--- src/rtl/msseq_pkg.sv ---
package msseq_pkg;

   localparam int MAX_STEPS = 256;
   localparam int IDX_W     = $clog2(MAX_STEPS);
   localparam int CNT_W     = $clog2(MAX_STEPS + 1);

   localparam int PROG_W = 17;
   localparam logic [PROG_W-1:0] PROG_ONE = PROG_W'(65536);

   localparam int DIV_STEPS = 16;
   localparam int DIV_CNT_W = $clog2(DIV_STEPS + 1);

   localparam logic [1:0] AXIS_NONE = 2'd0;
   localparam logic [1:0] AXIS_X    = 2'd1;
   localparam logic [1:0] AXIS_Y    = 2'd2;

   typedef enum logic [1:0] {
      FUNC_APPEND = 2'd0,
      FUNC_TICK   = 2'd1,
      FUNC_CLEAR  = 2'd2
   } func_type;

   typedef enum logic [2:0] {
      ST_IDLE,
      ST_LOAD,
      ST_SETUP,
      ST_DIVIDE,
      ST_UPDATE,
      ST_DONE
   } state_type;

   typedef struct packed {
      logic [1:0]          axis;
      logic signed [15:0]  distance;
      logic signed [15:0]  speed;
   } step_entry_type;

   typedef struct packed {
      logic        start;
      logic [15:0] numer;
      logic [15:0] denom;
   } div_req_type;

   function automatic logic [15:0] mag16(logic signed [15:0] v);
      logic [15:0] u;
      u = v;
      return v[15] ? 16'(~u + 16'd1) : u;
   endfunction

endpackage

--- src/rtl/msseq_divider.sv ---
module msseq_divider (
   input  logic                      clock,
   input  logic                      reset,
   input  msseq_pkg::div_req_type    div_req,
   output logic                      div_done,
   output logic [15:0]               div_quotient
);
   import msseq_pkg::*;

   // Fractional divide: numer < denom, quotient = (numer << 16) / denom,
   // one quotient bit per cycle.
   logic [DIV_CNT_W-1:0] cnt_ff, cnt_in;
   logic [15:0]          rem_ff, rem_in;
   logic [15:0]          den_ff, den_in;
   logic [15:0]          quo_ff, quo_in;
   logic                 done_ff, done_in;
   logic [17:0]          trial;

   assign trial = {1'b0, rem_ff, 1'b0} - {2'b00, den_ff};

   always_comb begin
      cnt_in  = cnt_ff;
      rem_in  = rem_ff;
      den_in  = den_ff;
      quo_in  = quo_ff;
      done_in = 1'b0;
      if (div_req.start) begin
         cnt_in = DIV_CNT_W'(DIV_STEPS);
         rem_in = div_req.numer;
         den_in = div_req.denom;
         quo_in = '0;
      end else if (cnt_ff != '0) begin
         cnt_in = cnt_ff - 1'b1;
         if (!trial[17]) begin
            rem_in = trial[15:0];
            quo_in = {quo_ff[14:0], 1'b1};
         end else begin
            rem_in = {rem_ff[14:0], 1'b0};
            quo_in = {quo_ff[14:0], 1'b0};
         end
         done_in = (cnt_ff == DIV_CNT_W'(1));
      end
   end

   always_ff @(posedge clock) begin
      if (reset) begin
         cnt_ff  <= '0;
         done_ff <= 1'b0;
      end else begin
         cnt_ff  <= cnt_in;
         done_ff <= done_in;
      end
      rem_ff <= rem_in;
      den_ff <= den_in;
      quo_ff <= quo_in;
   end

   assign div_done     = done_ff;
   assign div_quotient = quo_ff;

endmodule

--- config.mk ---
export PLATFORM = sky130hd
export DESIGN_NAME = msseq_divider
export DESIGN_NICKNAME = d
export VERILOG_FILES = /design/src/rtl/msseq_pkg.sv /design/src/rtl/msseq_divider.sv
export SDC_FILE = /design/constraint.sdc
export NUM_CORES = 1
export LEC_CHECK = 0
export BUFFER_PORTS_ARGS = -buffer_cell sky130_fd_sc_hd__buf_2
export CORE_ASPECT_RATIO = 1.1
export CORE_MARGIN = 2
export CORE_UTILIZATION = 50
export CTS_CLUSTER_DIAMETER = 200
export CTS_CLUSTER_SIZE = 28
export DETAILED_ROUTE_END_ITERATION = 10
export MAX_ROUTING_LAYER = met4
export PLACE_DENSITY = 0.81
export SYNTH_ARGS = -nofsm -noshare
export SYNTH_HDL_FRONTEND = slang
export SYNTH_SLANG_ARGS = --single-unit
--- constraint.sdc ---
create_clock -name clock -period 2.8 [get_ports clock]
set_input_delay 0.28 -clock clock [delete_from_list [all_inputs] [get_ports clock]]
set_output_delay 0.28 -clock clock [all_outputs]
set_load 0.02 [all_outputs]
Word-level counts from Yosys, hierarchy flattened
Index checks and enable logic that the tools add are counted.

Bits in registers: 54. Input port bits: 35. Output and inout bits: 17. Word-level logic and storage cells: 20.

Add/subtract/negate cells: 2. Equal/unequal tests: 1. Mux-type cells: 6. Bitwise gates (word level): 1. Reductions and logical operators: 4.

Operators with widths (count): 2-to-1 mux 16 bit (3); subtractor 17 x 16 -> 18 bit (1); 2-to-1 mux 5 bit (2); == test 5 x 1 -> 1 bit, second input constant (1); nonzero test 5 bit (1); subtractor 5 x 1 -> 5 bit, second input constant (1); OR reduction 3 bit (1); nonzero test 2 bit (1); OR reduction 2 bit (1); 2-to-1 mux 1 bit (1); inverter 1 bit (1).

Longest topological paths before layout
Gate-level depths: netlist (run 1).

Word-level depth: 4. Gate-level depth with buffers: 10. Gate-level depth less buffers: 9.

Worst setup path before layout (run 1)
No wires, ideal clock.

Path type: register to register. Start: register rem_ff[0]. End: register rem_ff[3], data pin. Library setup time: 260 ps. Arrival time: 2248 ps. Required time: 2540 ps. Path slack: 292 ps. Stages on the path, launching flop included: 9. Buffers on the path: 0. Period minus slack after synthesis: 2508 ps. Cell sequence: edfxtp_1 -> ha_1 -> nor2b_1 -> o21ai_2 -> o211ai_4 -> a41o_1 -> o21ai_2 -> mux2_2 -> mux2_2.

Longest elaborated chain between the ends: 4.

Ends and longest elaborated chain: start: declaration (line msseq_divider.sv:13) `logic [15:0] rem_ff, rem_in;`; start signal: assignment (line msseq_divider.sv:53) `rem_ff <= rem_in;`; subtractor 17 x 16 -> 18 bit (line msseq_divider.sv:19) `assign trial = {1'b0, rem_ff, 1'b0} - {2'b00, den_ff};`; 2-to-1 mux 16 bit (line msseq_divider.sv:34) `if (!trial[17]) begin`; 2-to-1 mux 16 bit (line msseq_divider.sv:32) `end else if (cnt_ff != '0) begin`; 2-to-1 mux 16 bit (line msseq_divider.sv:27) `if (div_req.start) begin`; net rem_in[3] (line msseq_divider.sv:13).

The timed path passes the listed nets, and every way through them passes these cells. The select of a mux whose other input is x is not followed. A chain may end at the register's enable or synchronous reset.

Worst setup path in the final report (run 1)
Start: register rem_ff[0]. End: register rem_ff[14], data pin.

Same word-level chain as after synthesis.

==> reports/results.txt, run 1 <==
The run finished with clean final reports. In the synthesized netlist, the number of instances is 294. For this design the ratio of total power to cell area is 996 nW/µm². In this run the standard cell core region covers 5770 µm². Summing the areas of all xor and xnor instances in the mapped netlist gives 4.72% of the synthesized area. Of the total power, the share spent switching nets is 40.0%. The path with the worst hold slack has its endpoint at den_ff[2]$_DFFE_PP_. The die span in x is 77.5 µm. Counting flops and latches in the post-synthesis netlist gives 54. Of the total power, registers draw 33.8%. The clock insertion delay at the later pin of the skew report came out at 0.31 ns. The endpoint of the worst-slack reg-to-reg timing path is rem_ff[14]$_DFFE_PP_.

The logs give 0 for the post-detailed-route count of antenna-violating nets and 406 for the final-stage net count. The congestion estimate from routability-driven global placement came to 0.925. Yosys printed 0 warnings. The run gives 0.00988 ns as the clock skew.

The worst setup path is launched from a register. After layout, the worst path uses 95.6% of the clock period. Of the total power, combinational logic draws 53.1%. Across all hold checks on the routed design, the worst slack comes to 0.131 ns.

Counting flops with a built-in enable in the synthesized netlist gives 32. The internal power came out at 2.06 mW. The first routing iteration left 123 violations. The share of layout cells above drive strength 1 is 24.4%, and the number of unique standard cell types used by synthesis is 47. For the residual overflow from global routing, the log shows 0.

The number of global-route vias before repair is 2229, and the maximum clock path buffer count is 2. The H-tree generated during clock tree synthesis spans 2 levels. The worst hold path begins at div_req[2].

Of all flip-flops after synthesis, the portion carrying an async set or reset was 0%. VDD sags by at most 388 µV. The average cell area after synthesis works out to 10.1 µm².

Clock-pin slew was measured on the worst setup and hold paths at 0.10 ns. The logs give 47.2% for the part of the Yosys area used for sequential elements and 0 for the count of endpoints failing hold in the final timing report. TritonCTS built the clock tree.

Summing over every cut layer, the via total after detailed routing is 2341. The run gives 0 as the number of buffers added to fix hold violations after cts. The CTS sink count was 54. Relative to the synthesized area, the layout overhead comes to 16.4%. Global routing used 19.2% of the available tracks.

The critical path is of the reg2reg type. The final cell count without fillers came out at 430. The worst hold path belongs to the class in2reg.

The floorplan has 29 rows. The cell count of the worst hold path was 1. Of all nets on the critical path, the largest fanout is 12.

Summing the areas of all fa, ha and maj instances in the mapped netlist gives 8.26% of the synthesized area. After filler insertion, the fill cell instance count of the layout stands at 505. The startpoint identified for the worst register-to-register timing path is rem_ff[0]$_DFFE_PP_. The total placed cells including tap cells was 420; the via count normalized by instance count was 5.44. The die height works out to 84.8 µm.

The critical path endpoint category was a register. For the number of antenna violations at the first check in global routing, the log shows 0. For the post-detailed-routing wire length, the log shows 5.94 mm. The headroom to the max-slew limit was 39.8%; the final-layout setup total negative slack was 0 ns. The number of buffers created by CTS is 5, and the reg-to-reg setup timing slack is 0.12 ns. Setup repair after global routing left no endpoint under its margin.

The max-capacitance violation count is 0, and the post-synth net total is 348. The shortest clock period the worst path allows after layout came out at 2.68 ns. The library cell used as clock root buffer is sky130_fd_sc_hd__clkbuf_8. For the antenna diode instance count, the log shows 0. In the synthesized netlist the dominant register cell turns out to be sky130_fd_sc_hd__edfxtp_1. Based on the critical path, the design can be clocked at up to 374 MHz. The share of synthesized area spent on multiplexers works out to 2.19%. The initial utilization of the core area, before any placement, comes to 51.5%. The analysis attributes to cell leakage a power of 1.48 nW.

The complex-gate fraction of the synthesized area came out at 18.5%. Summing every instance area after synthesis gives 2970 µm². In this run the count of I/O pins placed on the die edge is 52. The clock network accounts for 13.1% of the total power. The run gives 4.38 mm as the post-DP HPWL. The logs give 0 for the final max-slew violation count and 1.38 mW for the net switching power. After Yosys synthesis, and, or, nand and nor cells account for 14.5% of the synthesized area. The logs give 0 for the post-detailed-route DRC marker count and 7 for the number of detailed-route iterations in the first pass.

Total of buffers placed on input and output ports: 51. The total chip power was 3.44 mW; the die area was 6570 µm². The run gives 2.74 ns as the data arrival at the endpoint of the critical path. By area, the combinational part of the netlist is dominated by compound AO/OA/AOI/OAI gates. For the worst flop-to-flop path, the logic depth is 9.

After detailed routing, the average wire length per cell comes to 13.8 µm. Entering global routing, the biggest net connects 52 pins. The first global-routing pass estimated 9.87 mm of wire. The data required time at the worst endpoint was 2.86 ns; the slew at the pin with the worst max-slew slack was 0.903 ns. Setup violations remaining at the end of the flow were counted as 0.
## layer usage
layer | routed length, µm | track usage, % | up-vias | part of all wire (%)
met3 | 273 | 4.15 | 6 | 4.6
met4 | 53 | 4.55 | 0 | 0.89
li1 | - | - | 1173 | -
met2 | 2950 | 32.3 | 54 | 50
met5 | 0 | - | - | 0
met1 | 2660 | 23.7 | 1108 | 45
## worst max-delay path by stage
| stage | from | slack [ns] | to | cells after the start |
|---|---|---|---|---|
| finish | rem_ff[0]$_DFFE_PP_ | 0.12 | rem_ff[14]$_DFFE_PP_ | 9 |
| global route | rem_ff[0]$_DFFE_PP_ | 0.0009 | rem_ff[14]$_DFFE_PP_ | 9 |
| CTS | rem_ff[0]$_DFFE_PP_ | 0.07 | rem_ff[14]$_DFFE_PP_ | 9 |
| detailed placement | rem_ff[0]$_DFFE_PP_ | 0.03 | rem_ff[14]$_DFFE_PP_ | 9 |
| global placement | rem_ff[0]$_DFFE_PP_ | 0.15 | rem_ff[14]$_DFFE_PP_ | 9 |
| floorplan | rem_ff[0]$_DFFE_PP_ | 0.29 | rem_ff[3]$_DFFE_PP_ | 8 |
## cells in the final DEF, fill, tap and decap left out, types with 2 or more instances in the layout
master                      Yosys  routed
sky130_fd_sc_hd__nor3_1        11      11
sky130_fd_sc_hd__a22oi_1        3       3
sky130_fd_sc_hd__o21ai_0        9       9
sky130_fd_sc_hd__nand3b_1       2       2
sky130_fd_sc_hd__a21oi_1       26      25
sky130_fd_sc_hd__nor2_1         9       9
sky130_fd_sc_hd__and2_1         2       2
sky130_fd_sc_hd__a21o_1         2       2
sky130_fd_sc_hd__clkbuf_8       0       5
sky130_fd_sc_hd__and3b_1        3       3
sky130_fd_sc_hd__mux2i_1        2       2
sky130_fd_sc_hd__xnor2_1       10      10
sky130_fd_sc_hd__a21oi_2        2       3
sky130_fd_sc_hd__buf_2          2      51
sky130_fd_sc_hd__dfxtp_1       22      22
sky130_fd_sc_hd__nand2b_1       3       3
sky130_fd_sc_hd__nand2_1       46      46
sky130_fd_sc_hd__nand3_1        2       2
sky130_fd_sc_hd__buf_4          0      11
sky130_fd_sc_hd__mux2_2         4       4
sky130_fd_sc_hd__a221o_1        6       6
sky130_fd_sc_hd__inv_6          0       2
sky130_fd_sc_hd__ha_1          18      18
sky130_fd_sc_hd__xor2_1         6       6
sky130_fd_sc_hd__nor2b_1        8       8
sky130_fd_sc_hd__edfxtp_1      32      32
sky130_fd_sc_hd__o31ai_1        4       4
sky130_fd_sc_hd__a2111oi_0      2       2
sky130_fd_sc_hd__nor4_1         3       3
sky130_fd_sc_hd__a211oi_1       4       4
sky130_fd_sc_hd__inv_1         23      23
sky130_fd_sc_hd__o311ai_0       2       2
## power by group through the flow
stage | logic, mW | registers [mW] | clock network (mW)
after floorplan | 1.37 | 1.16 | 0
after global placement | 1.70 | 1.17 | 0
after detailed placement | 1.74 | 1.18 | 0
after CTS | 1.77 | 1.17 | 0.465
after global routing | 2.02 | 1.19 | 0.494
final | 1.83 | 1.16 | 0.451
## synth_stat cells (2+ instances only)
cell                        number  area share [%]
sky130_fd_sc_hd__nor3_1         11             1.9
sky130_fd_sc_hd__nor2_1          9             1.1
sky130_fd_sc_hd__buf_2           2            0.34
sky130_fd_sc_hd__a221o_1         6             2.0
sky130_fd_sc_hd__a21o_1          2            0.51
sky130_fd_sc_hd__a211oi_1        4             1.0
sky130_fd_sc_hd__a21oi_2         2            0.59
sky130_fd_sc_hd__o21ai_2         2            0.59
sky130_fd_sc_hd__mux2_2          4             1.5
sky130_fd_sc_hd__a2111oi_0       2            0.59
sky130_fd_sc_hd__nor4_1          3            0.63
sky130_fd_sc_hd__nand3_1         2            0.34
sky130_fd_sc_hd__xnor2_1        10             2.9
sky130_fd_sc_hd__a22oi_1         3            0.76
sky130_fd_sc_hd__o21ai_0         9             1.5
sky130_fd_sc_hd__and2_1          2            0.42
sky130_fd_sc_hd__ha_1           18             7.6
sky130_fd_sc_hd__o311ai_0        2            0.59
sky130_fd_sc_hd__inv_1          23             2.9
sky130_fd_sc_hd__nand3b_1        2            0.51
sky130_fd_sc_hd__nand2b_1        3            0.63
sky130_fd_sc_hd__dfxtp_1        22              15
sky130_fd_sc_hd__xor2_1          6             1.8
sky130_fd_sc_hd__clkbuf_1        8             1.0
sky130_fd_sc_hd__and3b_1         3            0.89
sky130_fd_sc_hd__edfxtp_1       32              32
sky130_fd_sc_hd__a21oi_1        26             4.4
sky130_fd_sc_hd__nor2b_1         8             1.7
sky130_fd_sc_hd__mux2i_1         2            0.67
sky130_fd_sc_hd__o31ai_1         4             1.0
sky130_fd_sc_hd__nand2_1        46             5.8
## logic make-up (layout without fill, tap and decap cells)
family	count (synthesis)	after routing
buffers and inverters	34	93
muxes	6	6
AOI/OAI and AO/OA	73	73
xor gates and xnor gates	16	16
adders and majority gates	19	19
and+or+nand+nor	92	92
DFF	54	54
## registers in the layout, indices dropped and copies added (netlist names)
signal        count
den_ff           16
div_quotient     16
rem_ff           16
cnt_ff            5
div_done          1
## repair_timing
| action | in CTS | in global routing |
|---|---|---|
| setup endpoints to repair | 1 | 8 |
| gates cloned | 0 | 0 |
| resized for setup | 1 | 1 |
| setup buffers | 0 | 2 |
| pin swaps | 0 | 1 |
## critical path: stages (launching register included)
cell and delay [ns]:
sky130_fd_sc_hd__edfxtp_1 0.45, sky130_fd_sc_hd__ha_1 0.32, sky130_fd_sc_hd__nor2b_1 0.14, sky130_fd_sc_hd__o21ai_2 0.19
sky130_fd_sc_hd__o211ai_4 0.12, sky130_fd_sc_hd__a41o_1 0.31, sky130_fd_sc_hd__o21ai_4 0.23, sky130_fd_sc_hd__buf_4 0.23
sky130_fd_sc_hd__nor2_2 0.06, sky130_fd_sc_hd__a221o_1 0.36
## final cells by class
cell class | instances | area [µm²] | share of cell area [%]
multi-input cells | 206 | 1440 | 41.7
flip-flops and latches | 54 | 1400 | 40.6
repair buffers | 62 | 338 | 9.78
well taps | 77 | 96.3 | 2.79
inverters | 23 | 86.3 | 2.50
clock buffers | 5 | 68.8 | 1.99
clock inverters | 3 | 22.5 | 0.652
## metrics by stage
| step | instance area (µm²) | utilization, % | setup slack (ns) |
|---|---|---|---|
| after global routing | 3450 | 59.9 | 0.000933 |
| after CTS | 3440 | 59.6 | 0.0678 |
| after global placement | 3340 | 57.8 | 0.146 |
| after detailed placement | 3340 | 57.8 | 0.0332 |
| final | 3450 | 59.9 | 0.123 |
| after floorplan | 2970 | - | 0.292 |
Power figures use the tool's default switching activity.
==> inputs of run 2 (changes only) <==
==> constraint.sdc (replaced) <==
create_clock -name clock -period 2.5 [get_ports clock]
set_input_delay 0.25 -clock clock [delete_from_list [all_inputs] [get_ports clock]]
set_output_delay 0.25 -clock clock [all_outputs]
set_load 0.02 [all_outputs]
==> run 2 against run 1 <==
  * The flow now finishes with violations (negative setup slack)
  * Worst setup slack lost 0.18 ns
  * Global-route usage grew 1.6 points
  * First-iteration DRC count grew 24%
  * Sequential cell count is the same
  * Clock power grew 36%
  * Maximum frequency grew 4.9%
  * Non-clock buffer count grew 21
  * Final area grew 9.9%
  * Critical path depth shrank 1
  * Critical endpoint is now rem_ff[3]$_DFFE_PP_
==> reports/results.txt, run 2 (same netlist as run 1, synthesis figures left out) <==
For the final standard cell utilization of the core, the log shows 65.8% (+5.9 points). The data required time at the worst endpoint is 2.58 ns (-0.28 ns). The run gives 20.7% (+1.6 points) as the global router's overall resource usage.

The area of the core came out at 5770 µm² (unchanged). The worst setup path is launched from a register. The number of buffers created by CTS is 5 (unchanged), and the die area is 6570 µm² (unchanged). The slew at the pin with the worst max-slew slack is 0.769 ns (-0.134 ns). The run gives 2362 (+6.0%) as the number of global-route vias before repair. The tools report the number of detailed-route iterations in the first pass as 4 (-3). The clock insertion delay at the later pin of the skew report is 0.32 ns (about the same), and the wire length of the first global-routing pass is 10.6 mm (+7.6%).

Post-detailed-route DRC marker count: 0 (unchanged). The flow ran to the end, but the final reports show violations. The worst setup path is of the reg2reg kind.

The number of violations reported at the end of detailed-routing iteration 0 was 152 (+24%). The maximum vdd drop is 526 µV (+36%), and the count of endpoints failing hold in the final timing report is 0 (unchanged). The top cell types in the final layout, fill and taps aside, are 51 x sky130_fd_sc_hd__buf_2, 45 x sky130_fd_sc_hd__nand2_1, 32 x sky130_fd_sc_hd__edfxtp_1, 29 x sky130_fd_sc_hd__buf_4, 23 x sky130_fd_sc_hd__inv_1. For the I/O pin count, the log shows 52 (unchanged). Post-synthesis to final-layout area growth: 27.9%. The minimum hold slack came out at 0.0992 ns (-0.0321 ns). The logs give 2 (unchanged) for the maximum clock path buffer count and 2.63 ns (-0.11 ns) for the data arrival at the endpoint of the critical path.

The average wire per cell in the routed design works out to 15.1 µm (+9.4%). Worst stage delay on the critical path: 0.46 ns (about the same). For the maximum frequency from static timing analysis, the log shows 392 MHz (+4.9%).

The largest individual stage delay along the critical path comes from the cell sky130_fd_sc_hd__edfxtp_1. The tools report the max-capacitance violation count as 0 (unchanged). Ratio of final minimum period to clock period: 102% (+6.5 points). For the leakage power figure, the log shows 1.62 nW (+9.4%).

The worst setup margin came out at -0.0520 ns (-0.175 ns). The power density over the cells was 1230 nW/µm² (+23%). The CTS sink count was 54 (unchanged). The run gives 448 (-11%) as the layout filler cell count.

The clock-pin slew of the registers on the worst-case setup and hold paths was 0.11 ns (about the same). The critical path goes through ha_1 -> nor2b_4 -> o21ai_4 -> o211ai_4 -> a41o_1 -> o21ai_4 -> mux2_4 -> mux2_2. The H-tree depth is 2 (unchanged), and the number of antenna violations at the first check in global routing is 0 (unchanged). The root buffer cell chosen for the clock tree is sky130_fd_sc_hd__clkbuf_8.

The headroom to the max-slew limit was 48.7% (+8.9 points); the total of buffers placed on input and output ports was 51 (unchanged). The run gives 51.5% (unchanged) as the initial standard-cell utilization of the core. TritonCTS built the clock tree. The post-DP HPWL came out at 4.43 mm (+1.3%). The kind of path behind the tightest hold check was in2reg. The shortest clock period the worst path allows after layout was 2.55 ns (-0.125 ns). The run gives 2455 (+4.9%) as the number of vias in the routed layout. For the residual overflow from global routing, the log shows 0 (unchanged). The final max-slew violation count is 0 (unchanged), and the largest fanout of any net on the critical path is 6 (-6). The post-detailed-routing wire length came out at 6.81 mm (+15%). Setup repair after global routing could not meet its margin everywhere. Routability congestion estimate from global placement: 0.991 (+7.1%).

The final-layout setup total negative slack is -0.236 ns (-0.236 ns). Number of rows created at floorplan: 29 (unchanged). For the post-detailed-route count of antenna-violating nets, the log shows 0 (unchanged). The die span in x came out at 77.5 µm (unchanged). The worst setup path is captured at a register. For the clock skew, the log shows 0.0101 ns (+0.000264 ns). The antenna diode instance count came out at 0 (unchanged). The cell type with the highest occurrence count on the critical path is sky130_fd_sc_hd__o21ai_4. The library cell used most frequently in the layout, excluding fill and tap cells, is sky130_fd_sc_hd__buf_2. Via count normalized by instance count: 5.44 (about the same). The share of layout cells above drive strength 1 was 32.9% (+8.5 points). The final reports fail on negative setup slack. The tools report the number of buffers added to fix hold violations after cts as 0 (unchanged). The die height was 84.8 µm (unchanged); the maximum number of pins on one net before global-route repair was 42 (-19%).

The final-stage net count was 427 (+5.2%). The total setup violations reported at the end of the flow came out at 8 (+8).
-- run 2: worst paths after layout --
| path | start | end | slack [ns] | cells past startpoint |
|---|---|---|---|---|
| max | rem_ff[0]$_DFFE_PP_ | rem_ff[3]$_DFFE_PP_ | -0.05 | 8 |
| min | div_req[4] | den_ff[4]$_DFFE_PP_ | 0.1 | 1 |
| max reg2reg | rem_ff[0]$_DFFE_PP_ | rem_ff[3]$_DFFE_PP_ | -0.05 | 8 |
| min reg2reg | div_quotient[15]$_SDFFE_PP0P_ | div_quotient[15]$_SDFFE_PP0P_ | 0.46 | 2 |
-- run 2: power breakdown --
part	switching, mW	internal [mW]	leakage (nW)
Sequential	0.135	1.19	0.503
Clock	0.310	0.304	0.0587
Combinational	1.37	1.35	1.06
Total	1.81	2.84	1.62
-- run 2: per-stage QoR --
step	total power [mW]	cell area, µm²	instances	setup slack [ns]
floorplan	2.84	2970	294	0.0162
global placement	3.46	3460	436	0.000552
detailed placement	3.52	3460	436	-0.0547
CTS	4.21	3600	445	0.00505
global route	4.94	3800	451	-0.163
finish	4.65	3800	451	-0.0520
-- run 2: layout make-up --
class / count / area [µm²] / area share, %
multi-input combinational: 206 / 1590 / 41.9
sequential: 54 / 1400 / 36.9
timing repair buffer: 83 / 507 / 13.3
tap: 77 / 96.3 / 2.54
inverter: 23 / 86.3 / 2.27
clock buffer: 5 / 68.8 / 1.81
clock inverter: 3 / 47.5 / 1.25
-- run 2: critical path, delay by kind of cell, from the launching register on --
kind | cells | cell delay [ns]
AOI/OAI and AO/OA | 4 | 0.81
muxes | 2 | 0.59
DFF | 1 | 0.46
and+or+nand+nor | 1 | 0.14
adders and majority gates | 1 | 0.31
-- run 2: routing by layer --
layer / wire length [µm] / track usage [%] / up-vias / share of wire (%)
li1: - / - / 1217 / -
met1: 2950 / 25.7 / 1159 / 43
met2: 3410 / 34.0 / 66 / 50
met3: 340 / 4.57 / 13 / 5.0
met4: 115 / 6.49 / 0 / 1.7
met5: 0 / - / - / 0
-- run 2: what timing repair did --
item                                    CTS  global route
gates resized for setup                   7            26
cloned                                    0             1
endpoints found under the setup margin    9            14
pin swaps                                 1            18
buffers inserted                          1             5
==> inputs of run 3 (changes only) <==
--- a/config.mk
+++ b/config.mk
@@ -5,6 +5,7 @@
 export SDC_FILE = /design/constraint.sdc
 export NUM_CORES = 1
 export LEC_CHECK = 0
+export ABC_AREA = 1
 export BUFFER_PORTS_ARGS = -buffer_cell sky130_fd_sc_hd__buf_2
 export CORE_ASPECT_RATIO = 1.1
 export CORE_MARGIN = 2
==> run 3 against run 2 <==
  * The flow now finishes without violations
  * Sequential cell count unchanged
  * Synthesized cell count grew 42%
  * Final area shrank 0.49%
  * Global-route usage increased by 0.16 points
  * Combinational power decreased by 22%
  * Sequential power decreased by 5%
  * Sequential share of layout area rose by 0.18 points
  * Worst hold slack better by 0.0025 ns
==> reports/results.txt, run 3 <==
The flow ran to the end, and the final reports show no timing, DRC or antenna violations. The logs give 6.89 mm (+1.1%) for the post-detailed-routing wire length and 2792 (+18%) for the number of global-route vias before repair. The tools report the number of violations reported at the end of detailed-routing iteration 0 as 131 (-14%).

The number of register bits inferred by synthesis was 54 (unchanged); the share of layout cells above drive strength 1 was 20.5% (-12 points). The largest fanout of any net on the critical path is 17 (+11), and the area of placed instances is 3680 µm² (+6.4%). The top cell types in the final layout, fill and taps aside, are 115 x sky130_fd_sc_hd__nand2_1, 80 x sky130_fd_sc_hd__inv_1, 51 x sky130_fd_sc_hd__buf_2, 32 x sky130_fd_sc_hd__nand3_1, 32 x sky130_fd_sc_hd__edfxtp_1. The run gives 0 (unchanged) as the number of antenna violations at the first check in global routing. Maximum frequency from static timing analysis: 434 MHz (+11%). The die area is 7390 µm² (+12%), and the CTS sink count is 54 (unchanged).

The post-route cell area is 3780 µm² (-0.49%), and the share of synthesized registers carrying an async set or reset is 0% (unchanged). The logs give 0 (unchanged) for the post-detailed-route DRC marker count and 418 (+42%) for the number of instances in the synthesized netlist. Number of buffers created by CTS: 5 (unchanged).

The data arrival at the endpoint of the critical path was 2.38 ns (-0.25 ns). The tools report the minimum hold slack as 0.102 ns (+0.00254 ns). For the antenna diode instance count, the log shows 0 (unchanged).

The synthesis warning total was 0 (unchanged); the post-synth net total was 472 (+36%). The area share of the leading cell type in the synthesized netlist came out at 28.6% (-3.8 points). Compared with the post-synthesis result, the final layout area differs by 12.5%.

For the power share of the clock group, the log shows 13.5% (+0.3 points). The post-detailed-route count of antenna-violating nets was 0 (unchanged). TritonCTS built the clock tree. The slowest stage cell on the critical path is sky130_fd_sc_hd__a21oi_4. The logs give 0.0103 ns (+0.000202 ns) for the clock skew and 2.17 mW (-24%) for the internal power. The average cell area after synthesis came out at 8.03 µm² (-20%). Number of vias in the routed layout: 2815 (+15%). The tools report the number of instances resized during post-cts repair as 0 (-7). The die span in x was 82.1 µm (+6.0%); the average wire per cell in the routed design was 12.4 µm (-18%). The tools report the layout filler cell count as 575 (+28%).

The max-capacitance violation count is 0 (unchanged). The tree is rooted in a sky130_fd_sc_hd__clkbuf_8. The tools report the critical path endpoint category as a register. The power density over the cells is 1040 nW/µm² (-15%). sky130_fd_sc_hd__edfxtp_1 takes more of the synthesized area than any other cell. The total standard cell area after synthesis was 3360 µm² (+13%). The worst hold path belongs to the class in2reg. The via count normalized by instance count came out at 5.07 (-6.8%).

The tools report the I/O pin count as 52 (unchanged). The total setup violations reported at the end of the flow is 0 (-8), and the die height is 90.0 µm (+6.1%). Cell count of the worst hold path: 1 (unchanged). Among all flip-flop cells after synthesis, the most frequent one is sky130_fd_sc_hd__edfxtp_1. The most common library cell in the layout ignoring fill and taps was sky130_fd_sc_hd__nand2_1. The logs give 6560 µm² (+14%) for the area of the core and 2 (unchanged) for the maximum clock path buffer count. The tools report the H-tree depth as 2 (unchanged). The type of element launching the critical path is a register.

The data required time at the worst endpoint was 2.57 ns (about the same). By area the synthesized netlist is led by sky130_fd_sc_hd__edfxtp_1 29%, sky130_fd_sc_hd__dfxtp_1 13%, sky130_fd_sc_hd__nand2_1 13%. The share of total power in combinational logic is 54.4% (-4.0 points), and the ratio of final minimum period to clock period is 92.1% (-10 points). The logs give 3.92 mW (-16%) for the total chip power and 1.75 mW (-3.4%) for the net switching power. The count of cells along the worst register-to-register path is 7 (-1), and the total setup buffers inserted after CTS is 0 (-1).

The run gives 32 (-32%) as the number of unique standard cell types used by synthesis. The final standard cell utilization of the core came out at 57.6% (-8.2 points). The final max-slew violation count came out at 0 (unchanged).

Number of buffers added to fix hold violations after cts: 0 (unchanged). Sequential group share of total power: 32.1% (+3.6 points). Number of synthesized flops with an enable pin: 32 (unchanged). The leakage power figure was 1.92 nW (+18%). Residual overflow from global routing: 0 (unchanged). Setup repair after global routing left no endpoint under its margin. The logs give 41.7% (-5.5 points) for the part of the Yosys area used for sequential elements and 35 (-17%) for the maximum number of pins on one net before global-route repair.

For the final-layout setup total negative slack, the log shows 0 ns (+0.236 ns). The initial standard-cell utilization of the core came out at 51.2% (-0.23 points). The shortest clock period the worst path allows after layout was 2.30 ns (-0.250 ns). The library cell with the highest instance count after synthesis was sky130_fd_sc_hd__nand2_1.

By count the netlist is led by 115 x sky130_fd_sc_hd__nand2_1, 80 x sky130_fd_sc_hd__inv_1, 32 x sky130_fd_sc_hd__edfxtp_1, 32 x sky130_fd_sc_hd__nand3_1, 22 x sky130_fd_sc_hd__dfxtp_1. The headroom to the max-slew limit was 64.2% (+15 points). The maximum vdd drop is 486 µV (-7.6%), and the clock-pin slew of the registers on the worst-case setup and hold paths is 0.11 ns (about the same). The clock insertion delay at the later pin of the skew report was 0.31 ns (about the same); the slew at the pin with the worst max-slew slack was 0.536 ns (-0.233 ns). The switching share of total power is 44.7% (+5.7 points). The setup path with the least slack is of type reg2reg. The run gives 4 (unchanged) as the number of detailed-route iterations in the first pass. The worst stage delay on the critical path is 0.46 ns (about the same), and the routability congestion estimate from global placement is 0.962 (-2.9%). The global router's overall resource usage was 20.9% (+0.16 points).

The wire length of the first global-routing pass is 12.0 mm (+13%), and the post-DP HPWL is 5.16 mm (+16%). The logs give 526 (+23%) for the final-stage net count and 0 (unchanged) for the count of endpoints failing hold in the final timing report. Traced cell by cell, the critical path runs through ha_1 -> a21oi_1 -> o21ai_0 -> a21oi_4 -> nand2_4 -> nand3_1 -> nand2_1. The number of rows created at floorplan was 31 (+6.9%); the total of buffers placed on input and output ports was 51 (unchanged).
-- run 3: cell count changes in the layout (fill, tap and decap cells not counted), sizes merged, moves of 5 or more --
cell    delta
nor2b      -8
nor2       +6
o21ai      -6
buf       -27
o22ai     +14
a221o      -6
nand3     +40
nor3       -8
xor2       -5
inv       +58
nand3b    +10
a21oi     -16
nand2     +86
-- run 3: layer usage --
metal	up-vias	routed length, µm	global-route usage (%)
met4	0	156	6.81
li1	1441	-	-
met2	65	3590	35.2
met5	-	0	-
met1	1295	2860	25.6
met3	14	286	2.61
-- run 3: logic make-up (layout without fill, tap and decap cells) --
family          after synthesis  after routing  synth area share [%]
simple gates                214            214                  31.5
buf+inv                      89            144                  11.1
flops                        54             54                  41.7
compound gates               33             33                  5.96
fa+ha+maj                    19             19                  7.30
xor+xnor                      9              9                  2.35
-- run 3: worst paths after layout --
path	from	end	slack, ns
worst max-delay path	rem_ff[13]$_DFFE_PP_	rem_ff[0]$_DFFE_PP_	0.20
worst min-delay path	div_req[3]	den_ff[3]$_DFFE_PP_	0.10
worst max register to register	rem_ff[13]$_DFFE_PP_	rem_ff[0]$_DFFE_PP_	0.20
worst min register to register	div_quotient[4]$_SDFFE_PP0P_	div_quotient[4]$_SDFFE_PP0P_	0.49
-- run 3: power by group through the flow --
stage / sequential, mW / clock, mW / combinational, mW
after floorplan: 1.27 / 0 / 1.74
after global placement: 1.27 / 0 / 2.06
after detailed placement: 1.28 / 0 / 2.10
after CTS: 1.26 / 0.544 / 2.12
after global routing: 1.28 / 0.579 / 2.41
final: 1.26 / 0.528 / 2.13
-- run 3: worst max-delay path: cells and delay by family (launching register included) --
family	cells	cell delay (ns)
adder cells (fa/ha/maj)	1	0.38
AO/OA/AOI/OAI	3	0.83
AND/OR/NAND/NOR	3	0.44
flip-flops	1	0.41
-- run 3: layout make-up --
type | count | area, µm² | area share, %
Multi-Input combinational cell | 275 | 1580 | 41.9
Clock inverter | 3 | 28.8 | 0.762
Timing Repair Buffer | 56 | 293 | 7.75
Tap cell | 82 | 103 | 2.72
Inverter | 80 | 300 | 7.95
Sequential cell | 54 | 1400 | 37.1
Clock buffer | 5 | 68.8 | 1.82
-- run 3: stage by stage --
stage / setup WS (ns) / instances
4_1_cts: 0.219 / 555
3_5_place_dp: 0.232 / 547
5_1_grt: 0.0232 / 555
6_report: 0.198 / 555
2_1_floorplan: 0.612 / 418
3_3_place_gp: 0.282 / 547
